<file path="src/utfd_pkg.sv">
// Shared types and constants for the UTF byte stream decoder.
// Used by utfd_step_core, utfd_out_buf and utf_byte_stream_decoder; no dependencies.
package utfd_pkg;

    // Encoding selected by the configuration register.
    typedef enum logic [1:0] {
        MODE_UTF8     = 2'd0,
        MODE_UTF16BE  = 2'd1,
        MODE_UTF16LE  = 2'd2,
        MODE_RESERVED = 2'd3
    } mode_t;

    // Result status codes.
    typedef enum logic [1:0] {
        STATUS_OK        = 2'd0,
        STATUS_INVALID   = 2'd1,
        STATUS_TRUNCATED = 2'd2,
        STATUS_SURROGATE = 2'd3
    } status_t;

    localparam int CP_W = 21;

    // UTF-8 lead and continuation byte patterns.
    localparam logic [7:0] UTF8_LEAD2_MASK = 8'b1110_0000;
    localparam logic [7:0] UTF8_LEAD2_TAG  = 8'b1100_0000;
    localparam logic [7:0] UTF8_LEAD3_MASK = 8'b1111_0000;
    localparam logic [7:0] UTF8_LEAD3_TAG  = 8'b1110_0000;
    localparam logic [7:0] UTF8_LEAD4_MASK = 8'b1111_1000;
    localparam logic [7:0] UTF8_LEAD4_TAG  = 8'b1111_0000;
    localparam logic [7:0] UTF8_CONT_MASK  = 8'b1100_0000;
    localparam logic [7:0] UTF8_CONT_TAG   = 8'b1000_0000;
    localparam logic [7:0] UTF8_LEAD2_MIN  = 8'hC2;
    localparam logic [7:0] UTF8_LEAD4_MAX  = 8'hF4;
    localparam logic [7:0] UTF8_CONT_LO    = 8'h80;
    localparam logic [7:0] UTF8_CONT_HI    = 8'hBF;
    localparam logic [7:0] UTF8_E0         = 8'hE0;
    localparam logic [7:0] UTF8_ED         = 8'hED;
    localparam logic [7:0] UTF8_F0         = 8'hF0;
    localparam logic [7:0] UTF8_F4         = 8'hF4;
    localparam logic [7:0] UTF8_E0_LO      = 8'hA0;
    localparam logic [7:0] UTF8_ED_HI      = 8'h9F;
    localparam logic [7:0] UTF8_F0_LO      = 8'h90;
    localparam logic [7:0] UTF8_F4_HI      = 8'h8F;

    // UTF-16 surrogate tags on the top six bits of a code unit.
    localparam logic [5:0] SURR_HIGH_TAG = 6'b110110;
    localparam logic [5:0] SURR_LOW_TAG  = 6'b110111;
    localparam logic [CP_W-1:0] SUPP_BASE = 21'h10000;

    // One decoded result.
    typedef struct packed {
        logic [CP_W-1:0] code_point;
        status_t         status;
    } result_t;

    // Decoding state carried between bytes.
    typedef struct packed {
        logic [CP_W-1:0] partial_value;
        logic [1:0]      bytes_pending;
        logic [7:0]      held_byte;
        logic            odd_byte_phase;
        logic            high_surrogate_seen;
    } dec_state_t;

endpackage

</file>
<file path="src/utfd_step_core.sv">
// Per-byte decode step: state registers, mode register and the next-state logic.
// Depends on utfd_pkg.
module utfd_step_core
(
    input  logic                   clk,
    input  logic                   rst_n,
    input  logic                   cfg_we,
    input  logic [1:0]             cfg_data,
    input  logic                   in_valid,
    input  logic [7:0]             in_byte,
    input  logic                   in_last,
    output logic                   res_valid,
    output utfd_pkg::result_t      res
);

    utfd_pkg::mode_t      mode_reg;
    utfd_pkg::dec_state_t st_reg;
    utfd_pkg::dec_state_t st_next;
    logic                 res_has;

    // Next state and result for the byte on the input.
    always_comb
    begin
        logic [15:0]       unit;
        logic [7:0]        lo;
        logic [7:0]        hi;
        utfd_pkg::status_t bad;
        logic              busy;

        st_next        = st_reg;
        res_has        = 1'b0;
        res.code_point = '0;
        res.status     = utfd_pkg::STATUS_OK;
        unit           = '0;
        lo             = utfd_pkg::UTF8_CONT_LO;
        hi             = utfd_pkg::UTF8_CONT_HI;
        bad            = utfd_pkg::STATUS_INVALID;

        unique case (mode_reg)
            utfd_pkg::MODE_UTF8:
            begin
                if (st_reg.bytes_pending == 2'd0)
                begin
                    // Lead byte.
                    if (!in_byte[7])
                    begin
                        res_has        = 1'b1;
                        res.code_point = {13'd0, in_byte};
                    end
                    else if ((in_byte & utfd_pkg::UTF8_LEAD2_MASK) == utfd_pkg::UTF8_LEAD2_TAG
                             && in_byte >= utfd_pkg::UTF8_LEAD2_MIN)
                    begin
                        st_next.partial_value = {16'd0, in_byte[4:0]};
                        st_next.bytes_pending = 2'd1;
                        st_next.held_byte     = in_byte;
                    end
                    else if ((in_byte & utfd_pkg::UTF8_LEAD3_MASK) == utfd_pkg::UTF8_LEAD3_TAG)
                    begin
                        st_next.partial_value = {17'd0, in_byte[3:0]};
                        st_next.bytes_pending = 2'd2;
                        st_next.held_byte     = in_byte;
                    end
                    else if ((in_byte & utfd_pkg::UTF8_LEAD4_MASK) == utfd_pkg::UTF8_LEAD4_TAG
                             && in_byte <= utfd_pkg::UTF8_LEAD4_MAX)
                    begin
                        st_next.partial_value = {18'd0, in_byte[2:0]};
                        st_next.bytes_pending = 2'd3;
                        st_next.held_byte     = in_byte;
                    end
                    else
                    begin
                        res_has    = 1'b1;
                        res.status = utfd_pkg::STATUS_INVALID;
                        st_next    = '0;
                    end
                end
                else
                begin
                    // Continuation byte; the first one after some leads has a narrower range.
                    if (st_reg.bytes_pending == 2'd2 && st_reg.held_byte == utfd_pkg::UTF8_E0)
                        lo = utfd_pkg::UTF8_E0_LO;
                    if (st_reg.bytes_pending == 2'd2 && st_reg.held_byte == utfd_pkg::UTF8_ED)
                    begin
                        hi  = utfd_pkg::UTF8_ED_HI;
                        bad = utfd_pkg::STATUS_SURROGATE;
                    end
                    if (st_reg.bytes_pending == 2'd3 && st_reg.held_byte == utfd_pkg::UTF8_F0)
                        lo = utfd_pkg::UTF8_F0_LO;
                    if (st_reg.bytes_pending == 2'd3 && st_reg.held_byte == utfd_pkg::UTF8_F4)
                        hi = utfd_pkg::UTF8_F4_HI;

                    if ((in_byte & utfd_pkg::UTF8_CONT_MASK) != utfd_pkg::UTF8_CONT_TAG)
                    begin
                        res_has    = 1'b1;
                        res.status = utfd_pkg::STATUS_INVALID;
                        st_next    = '0;
                    end
                    else if (in_byte < lo || in_byte > hi)
                    begin
                        res_has    = 1'b1;
                        res.status = bad;
                        st_next    = '0;
                    end
                    else if (st_reg.bytes_pending == 2'd1)
                    begin
                        res_has        = 1'b1;
                        res.code_point = {st_reg.partial_value[14:0], in_byte[5:0]};
                        st_next        = '0;
                    end
                    else
                    begin
                        st_next.partial_value = {st_reg.partial_value[14:0], in_byte[5:0]};
                        st_next.bytes_pending = st_reg.bytes_pending - 2'd1;
                    end
                end
            end

            utfd_pkg::MODE_UTF16BE,
            utfd_pkg::MODE_UTF16LE:
            begin
                if (!st_reg.odd_byte_phase)
                begin
                    // First byte of a code unit is held.
                    st_next.held_byte      = in_byte;
                    st_next.odd_byte_phase = 1'b1;
                end
                else
                begin
                    if (mode_reg == utfd_pkg::MODE_UTF16BE)
                        unit = {st_reg.held_byte, in_byte};
                    else
                        unit = {in_byte, st_reg.held_byte};
                    st_next.odd_byte_phase = 1'b0;
                    st_next.held_byte      = '0;

                    if (st_reg.high_surrogate_seen)
                    begin
                        res_has = 1'b1;
                        if (unit[15:10] == utfd_pkg::SURR_LOW_TAG)
                            res.code_point = utfd_pkg::SUPP_BASE
                                + {1'b0, st_reg.partial_value[9:0], unit[9:0]};
                        else
                            res.status = utfd_pkg::STATUS_SURROGATE;
                        st_next = '0;
                    end
                    else if (unit[15:10] == utfd_pkg::SURR_HIGH_TAG)
                    begin
                        st_next.partial_value       = {11'd0, unit[9:0]};
                        st_next.high_surrogate_seen = 1'b1;
                    end
                    else if (unit[15:10] == utfd_pkg::SURR_LOW_TAG)
                    begin
                        res_has    = 1'b1;
                        res.status = utfd_pkg::STATUS_SURROGATE;
                        st_next    = '0;
                    end
                    else
                    begin
                        res_has        = 1'b1;
                        res.code_point = {5'd0, unit};
                    end
                end
            end

            utfd_pkg::MODE_RESERVED:
            begin
                res_has    = 1'b1;
                res.status = utfd_pkg::STATUS_INVALID;
                st_next    = '0;
            end

            default:
            begin
                res_has    = 1'b1;
                res.status = utfd_pkg::STATUS_INVALID;
                st_next    = '0;
            end
        endcase

        // End of stream: report a cut-off sequence and drop all state.
        busy = st_next.bytes_pending != 2'd0 || st_next.odd_byte_phase
               || st_next.high_surrogate_seen;
        if (in_last)
        begin
            if (!res_has && busy)
            begin
                res_has        = 1'b1;
                res.code_point = '0;
                res.status     = utfd_pkg::STATUS_TRUNCATED;
            end
            st_next = '0;
        end
    end

    assign res_valid = in_valid && res_has;

    // Mode and decoding state; a mode write restarts decoding.
    always_ff @(posedge clk or negedge rst_n)
    begin
        if (!rst_n)
        begin
            mode_reg <= utfd_pkg::MODE_UTF8;
            st_reg   <= '0;
        end
        else if (cfg_we)
        begin
            mode_reg <= utfd_pkg::mode_t'(cfg_data);
            st_reg   <= '0;
        end
        else if (in_valid)
        begin
            st_reg <= st_next;
        end
    end

`ifndef SYNTHESIS
    // The last byte of a stream leaves no decoding state behind.
    a_eos_clears: assert property (@(posedge clk) disable iff (!rst_n)
        in_valid && in_last |=> st_reg == '0)
        else $error("decoding state not cleared after end of stream");

    // Every error resynchronizes the decoder.
    a_error_clears: assert property (@(posedge clk) disable iff (!rst_n)
        res_valid && res.status != utfd_pkg::STATUS_OK |=> st_reg == '0)
        else $error("decoding state not cleared after an error");

    // A good result is a Unicode scalar value.
    a_scalar_range: assert property (@(posedge clk) disable iff (!rst_n)
        res_valid && res.status == utfd_pkg::STATUS_OK
        |-> res.code_point <= 21'h10FFFF
            && (res.code_point < 21'hD800 || res.code_point > 21'hDFFF))
        else $error("decoded value outside the scalar range");

    // UTF-8 continuation count is only used in UTF-8 mode.
    a_pending_mode: assert property (@(posedge clk) disable iff (!rst_n)
        mode_reg != utfd_pkg::MODE_UTF8 |-> st_reg.bytes_pending == 2'd0)
        else $error("continuation count set outside UTF-8 mode");
`endif

endmodule

</file>
<file path="src/utfd_out_buf.sv">
// Output register with a skid stage for decoded results.
// Depends on utfd_pkg.
module utfd_out_buf
(
    input  logic              clk,
    input  logic              rst_n,
    input  logic              wr_valid,
    input  utfd_pkg::result_t wr_data,
    output logic              wr_ready,
    output logic              rd_valid,
    output utfd_pkg::result_t rd_data,
    input  logic              rd_ready
);

    logic              out_valid_reg;
    utfd_pkg::result_t out_data_reg;
    logic              skid_valid_reg;
    utfd_pkg::result_t skid_data_reg;

    // Space is free while the skid stage is empty.
    assign wr_ready = !skid_valid_reg;
    assign rd_valid = out_valid_reg;
    assign rd_data  = out_data_reg;

    // Control flags.
    always_ff @(posedge clk or negedge rst_n)
    begin
        if (!rst_n)
        begin
            out_valid_reg  <= 1'b0;
            skid_valid_reg <= 1'b0;
        end
        else if (!out_valid_reg || rd_ready)
        begin
            if (skid_valid_reg)
            begin
                out_valid_reg  <= 1'b1;
                skid_valid_reg <= 1'b0;
            end
            else
            begin
                out_valid_reg <= wr_valid;
            end
        end
        else if (wr_valid)
        begin
            skid_valid_reg <= 1'b1;
        end
    end

    // Payload.
    always_ff @(posedge clk)
    begin
        if (!out_valid_reg || rd_ready)
        begin
            if (skid_valid_reg)
                out_data_reg <= skid_data_reg;
            else if (wr_valid)
                out_data_reg <= wr_data;
        end
        else if (wr_valid)
        begin
            skid_data_reg <= wr_data;
        end
    end

endmodule

</file>
<file path="src/utf_byte_stream_decoder.sv">
// UTF-8 / UTF-16 byte stream decoder, top level.
// Depends on utfd_pkg, utfd_step_core and utfd_out_buf.
//
// The decoder takes one byte per beat on the slave side and returns Unicode scalar
// values on the master side, one beat per completed character or detected error.
// Each byte is decoded by combinational step logic, so a byte can be accepted on
// every clock while s_tready is high; its result goes to the master side from the
// output register, loaded directly while free. A skid stage behind that register lets
// one more result in while the downstream side stalls; s_tready drops only when both
// are full. The encoding is set through the cfg channel (0 UTF-8, 1 UTF-16 BE,
// 2 UTF-16 LE; 3 flags every byte invalid); a write restarts decoding and must be
// done while no beat is in flight. m_tuser carries the status: 0 ok, 1 invalid byte,
// 2 truncated sequence, 3 surrogate error; m_tdata is zero on any error.
module utf_byte_stream_decoder
(
    input  logic        clk,
    input  logic        rst_n,
    input  logic        cfg_valid,
    output logic        cfg_ready,
    input  logic [1:0]  cfg_data,     // encoding_mode
    input  logic        s_tvalid,
    output logic        s_tready,
    input  logic [7:0]  s_tdata,      // [7:0] data_byte
    input  logic        s_tlast,      // end_of_stream
    output logic        m_tvalid,
    input  logic        m_tready,
    output logic [23:0] m_tdata,      // [20:0] code_point, [23:21] zero
    output logic [1:0]  m_tuser       // [1:0] status
);

    logic              in_accept;
    logic              res_valid;
    utfd_pkg::result_t res;
    utfd_pkg::result_t out_res;

    assign cfg_ready = 1'b1;
    assign in_accept = s_tvalid && s_tready;

    // Decode step.
    utfd_step_core u_core
    (
        .clk       (clk),
        .rst_n     (rst_n),
        .cfg_we    (cfg_valid),
        .cfg_data  (cfg_data),
        .in_valid  (in_accept),
        .in_byte   (s_tdata),
        .in_last   (s_tlast),
        .res_valid (res_valid),
        .res       (res)
    );

    // Result register and skid stage.
    utfd_out_buf u_out
    (
        .clk      (clk),
        .rst_n    (rst_n),
        .wr_valid (res_valid),
        .wr_data  (res),
        .wr_ready (s_tready),
        .rd_valid (m_tvalid),
        .rd_data  (out_res),
        .rd_ready (m_tready)
    );

    assign m_tdata = {3'd0, out_res.code_point};
    assign m_tuser = out_res.status;

endmodule

</file>
<file path="config.mk">
export PLATFORM = sky130hd
export DESIGN_NAME = utf_byte_stream_decoder
export DESIGN_NICKNAME = d
export VERILOG_FILES = /design/src/utfd_pkg.sv /design/src/utfd_step_core.sv /design/src/utfd_out_buf.sv /design/src/utf_byte_stream_decoder.sv
export SDC_FILE = /design/constraint.sdc
export NUM_CORES = 1
export LEC_CHECK = 0
export ABC_AREA = 1
export BUFFER_PORTS_ARGS = -buffer_cell sky130_fd_sc_hd__buf_2
export CORE_ASPECT_RATIO = 0.8
export CORE_MARGIN = 3
export CORE_UTILIZATION = 35
export CTS_CLUSTER_DIAMETER = 150
export DETAILED_ROUTE_END_ITERATION = 6
export SYNTH_ARGS = -nofsm -noshare
export SYNTH_HDL_FRONTEND = slang
export SYNTH_SLANG_ARGS = --single-unit
</file>
<file path="constraint.sdc">
create_clock -name clk -period 4.4 [get_ports clk]
set_clock_uncertainty 0.05 [all_clocks]
set_input_delay 0.44 -clock clk [delete_from_list [all_inputs] [get_ports clk]]
set_output_delay 0.44 -clock clk [all_outputs]
set_load 0.02 [all_outputs]
</file>
==> impl_results.html <==
<table>
<tr><th>Metric</th><th>Value</th></tr>
<tr><th colspan="2">Run status</th></tr>
<tr><td>Run status</td><td>finished clean</td></tr>
<tr><th colspan="2">Clocking</th></tr>
<tr><td>Cell at the root of the clock tree</td><td>clkbuf_16</td></tr>
<tr><td>Worst-Skew Late Latency</td><td>0.34 ns</td></tr>
<tr><td>Post-CTS setup buffers</td><td>0</td></tr>
<tr><td>Maximum clock path buffer count</td><td>2</td></tr>
<tr><td>Hold Buf Count CTS</td><td>0</td></tr>
<tr><td>Maximum level of the CTS H-tree</td><td>3</td></tr>
<tr><td>Count of cells resized by post-cts repair</td><td>0</td></tr>
<tr><td>CTS tree</td><td>built</td></tr>
<tr><td>Number of buffers added by the clock tree synthesis step</td><td>9</td></tr>
<tr><td>Clock sink count</td><td>77</td></tr>
<tr><td>Reg clk slew, reported paths</td><td>0.07 ns</td></tr>
<tr><th colspan="2">Yosys</th></tr>
<tr><td>Number of library cell types mapped by synthesis</td><td>41</td></tr>
<tr><td>Area share of the largest cell type after synthesis</td><td>0.2871</td></tr>
<tr><td>Avg Inst Size Synth</td><td>7.965 sq um</td></tr>
<tr><td>Largest area contributor in the netlist</td><td>edfxtp_1</td></tr>
<tr><td>Ranking of synthesized cells by area</td><td>edfxtp_1 29%, dfrtp_1 16%, nand2_1 9.9%, inv_1 5.7%, o21ai_0 5.3%</td></tr>
<tr><td>Number of standard cells after synthesis</td><td>604</td></tr>
<tr><td>Yosys synthesis warning count</td><td>0</td></tr>
<tr><td>Post-Syn Area</td><td>4811 sq um</td></tr>
<tr><td>Post-synthesis sequential element count</td><td>77</td></tr>
<tr><td>Number of enable flip-flop cells after synthesis</td><td>46</td></tr>
<tr><td>Post-synthesis sequential area ratio</td><td>0.4484</td></tr>
<tr><td>Leading register cell type out of synthesis</td><td>edfxtp_1</td></tr>
<tr><td>Fraction of registers with async set/reset</td><td>0.4026</td></tr>
<tr><th colspan="2">Timing</th></tr>
<tr><td>Setup repair after global routing missed its margin</td><td>no</td></tr>
<tr><td>Clock period minus final worst setup slack</td><td>3.598 ns</td></tr>
<tr><td>Max-slew headroom at the worst pin</td><td>0.3930</td></tr>
<tr><td>Worst Tran Pin Value</td><td>0.9072 ns</td></tr>
<tr><td>Number of hold violations in the final report</td><td>0</td></tr>
<tr><td>Setup TNS Final</td><td>0 ns</td></tr>
<tr><td>Fin. max-slew vios</td><td>0</td></tr>
<tr><td>Total setup violations reported at the end of the flow</td><td>0</td></tr>
<tr><td>Portion of the clock cycle consumed by the worst path in the final layout</td><td>0.8177</td></tr>
<tr><td>Highest attainable clock frequency</td><td>277.9 MHz</td></tr>
<tr><th colspan="2">Pwr</th></tr>
<tr><td>Static leakage</td><td>2.425 nW</td></tr>
<tr><td>Maximum resistive drop on vdd</td><td>205.3 uV</td></tr>
<tr><td>Pwr per Cell Area</td><td>372.0 nW/um^2</td></tr>
<tr><th colspan="2">Layout</th></tr>
<tr><td>Fraction of layout instances using a drive strength above 1</td><td>0.1934</td></tr>
<tr><td>Number of inserted filler cells in the final layout</td><td>1346</td></tr>
<tr><td>Max reg flops</td><td>27</td></tr>
<tr><td>Summed area of non-filler cells in the final layout</td><td>5419 sq um</td></tr>
<tr><td>Area growth syn-to-layout</td><td>12.64%</td></tr>
<tr><td>Ant diodes</td><td>0</td></tr>
<tr><td>Final net count</td><td>663</td></tr>
<tr><th colspan="2">Route</th></tr>
<tr><td>Detailed Route Iter0 Violations</td><td>346</td></tr>
<tr><td>DRC violation count after routing</td><td>0</td></tr>
<tr><td>Overall routed net length</td><td>12.72 mm</td></tr>
<tr><td>WL/cell</td><td>15.59 um</td></tr>
<tr><td>Via count</td><td>4241</td></tr>
<tr><td>Post-route antenna net violation count</td><td>0</td></tr>
<tr><td>TritonRoute pass-1 iters</td><td>5</td></tr>
<tr><td>Per-cell via count in the routed design</td><td>5.197</td></tr>
<tr><th colspan="2">Setup path</th></tr>
<tr><td>Critical Setup Path Class</td><td>flip-flop to flip-flop</td></tr>
<tr><td>Dominant cell type by count on the critical path</td><td>nand2_1</td></tr>
<tr><td>Number of buffer and inverter stages on the critical path</td><td>2</td></tr>
<tr><td>Delay of the slowest cell on the worst path</td><td>0.42 ns</td></tr>
<tr><td>Signal arrival time at the worst endpoint</td><td>3.57 ns</td></tr>
<tr><td>Critical Path Fanout Max</td><td>23</td></tr>
<tr><td>CP endpoint kind</td><td>flip-flop</td></tr>
<tr><td>Cell with the largest stage delay on the worst path</td><td>dfrtp_1</td></tr>
<tr><td>Required @ worst endpoint</td><td>4.37 ns</td></tr>
<tr><td>Critical path's top delay family</td><td>simple AND/OR/NAND/NOR gates</td></tr>
<tr><td>Reg2Reg Setup Slack</td><td>0.80 ns</td></tr>
<tr><td>Cell breakdown of the critical path</td><td>inv_1 &gt; ha_1 &gt; nand2_1 &gt; nor2_1 &gt; nand4_1 &gt; o31ai_1 &gt; ha_1 &gt; nand2_1 &gt; nand3b_1 &gt; a21oi_4 &gt; nand4_4 &gt; nand2_1 &gt; nand2_1 &gt; nand2_1 &gt; nor2_1 &gt; nand2_2 &gt; nand2_1 &gt; nand2_1 &gt; nand2_1 &gt; a21oi_2 &gt; buf_4</td></tr>
<tr><td>Worst Setup Start Kind</td><td>flip-flop</td></tr>
<tr><th colspan="2">GRT</th></tr>
<tr><td>Largest net degree at the start of global routing</td><td>46</td></tr>
<tr><td>GRT Resource Usage Total</td><td>0.1729</td></tr>
<tr><td>Number of antenna violations at the first check in global routing</td><td>0</td></tr>
<tr><td>Number of global-route vias before repair</td><td>4115</td></tr>
<tr><td>First-pass GRT wire length</td><td>21.04 mm</td></tr>
<tr><td>Remaining global-route overflow</td><td>0</td></tr>
<tr><th colspan="2">Worst hold path</th></tr>
<tr><td>Class of the worst hold path</td><td>input port to asynchronous set/reset pin</td></tr>
<tr><th colspan="2">Die</th></tr>
<tr><td>FP Rows</td><td>37</td></tr>
<tr><td>Number of placed I/O pins</td><td>45</td></tr>
<tr><td>Area of the placeable core</td><td>13150 sq um</td></tr>
<tr><td>Starting density of the core</td><td>0.3659</td></tr>
<tr><td>Area enclosed by the die boundary</td><td>15200 sq um</td></tr>
<tr><td>Height of the die</td><td>110.9 um</td></tr>
<tr><td>Width of the die</td><td>137.1 um</td></tr>
<tr><th colspan="2">Placed design</th></tr>
<tr><td>Quantity of I/O buffers inserted on ports</td><td>40</td></tr>
<tr><td>Total placed instance area</td><td>5126 sq um</td></tr>
<tr><td>Detail Placement HPWL</td><td>9.648 mm</td></tr>
<tr><td>Final weighted congestion in routability-driven placement</td><td>0.9287</td></tr>
<tr><th colspan="2">Flow run</th></tr>
<tr><td>Max-capacitance violation count</td><td>0</td></tr>
</table>
==> per-layer routing <==
layer	GRT usage	part of all wire	vias up
met2	0.2692	0.45	176
li1	-	-	2061
met4	0.03989	0.014	0
met3	0.04129	0.080	15
met1	0.2431	0.46	1989
met5	0	0	-
==> cells in the final DEF, fill, tap and decap left out, drive strengths merged, types with 4 or more instances in the layout <==
cell type    n
nand4        7
a21oi       28
a31oi        4
edfxtp      46
conb         4
clkbuf       9
o21ai       77
nand3       42
a22oi        6
nor2        60
buf         49
o31ai        6
nand2      153
dfrtp       31
nand3b       4
inv         83
ha          11
==> synth_stat cells, types with 2 or more instances <==
master,instances
buf_2,7
o21ai_1,12
nand3b_1,4
nand4_1,6
nand2_2,26
a21oi_2,2
clkbuf_1,12
o21a_1,3
buf_6,3
a31oi_1,3
buf_4,5
nor3_1,2
a21oi_1,25
nand3_1,41
buf_8,2
a22oi_1,6
inv_2,7
dfrtp_1,31
o31ai_1,6
nor2_2,3
conb_1,2
inv_1,73
edfxtp_1,46
o21ai_0,51
ha_1,11
nand2_1,127
o211ai_1,3
o21ai_2,14
nor2_1,57
o22ai_1,3
==> cell families (layout without fill, tap and decap cells) <==
| logic type | count (synthesis) | count (layout) | share of synthesized area |
|---|---|---|---|
| buf+inv | 110 | 145 | 0.1009 |
| fa+ha+maj | 11 | 11 | 0.02861 |
| flops | 77 | 77 | 0.4484 |
| simple gates | 270 | 270 | 0.2507 |
| compound gates | 133 | 133 | 0.1680 |
| xor+xnor | 1 | 1 | 0.001821 |
| other cells | 2 | 4 | 0.001561 |
==> layout make-up <==
class                      count  area (sq um)  share of cell area
inverter                      80         300.3             0.05541
sequential                    77          2157              0.3981
multi-input combinational    419          2182              0.4027
clock inverter                 7         67.56             0.01247
clock buffer                   9         225.2             0.04156
timing repair buffer          49         267.8             0.04941
tap                          175         219.0             0.04041
==> worst paths after layout <==
kind | startpoint | to | depth (start not counted)
max in group asynchronous | rst_n | u_core.st_reg[14] | 1
setup / recovery | u_core.st_reg[10] | u_out.rd_data[8] | 21
hold / removal | rst_n | u_core.st_reg[1] | 1
hold reg to reg | u_core.st_reg[25] | u_core.st_reg[25] | 2
min in group clk | cfg_data[0] | u_core.mode_reg[0] | 3
setup reg to reg | u_core.st_reg[10] | u_out.rd_data[8] | 21
==> through the flow <==
step                      hold slack [ns]  total power [W]  instances  utilization  worst slack [ns]
after global placement             0.4174         0.001298        800       0.3899             1.028
after global routing               0.1780         0.002116        816       0.4122            0.5147
after detailed placement           0.4161         0.001302        800       0.3899            0.8547
final                              0.1247         0.002016        816       0.4122            0.8021
after CTS                          0.1456         0.002034        816       0.4122            0.8409
after floorplan                   0.09441         0.001182        606            -            0.4522
==> report_power, final <==
group | switching [W] | internal, W
sequential | 0.0000281 | 0.000846
combinational | 0.000300 | 0.000114
clock | 0.000333 | 0.000395
total | 0.000662 | 0.00135
No activity file was read; power rests on OpenSTA's default activity.
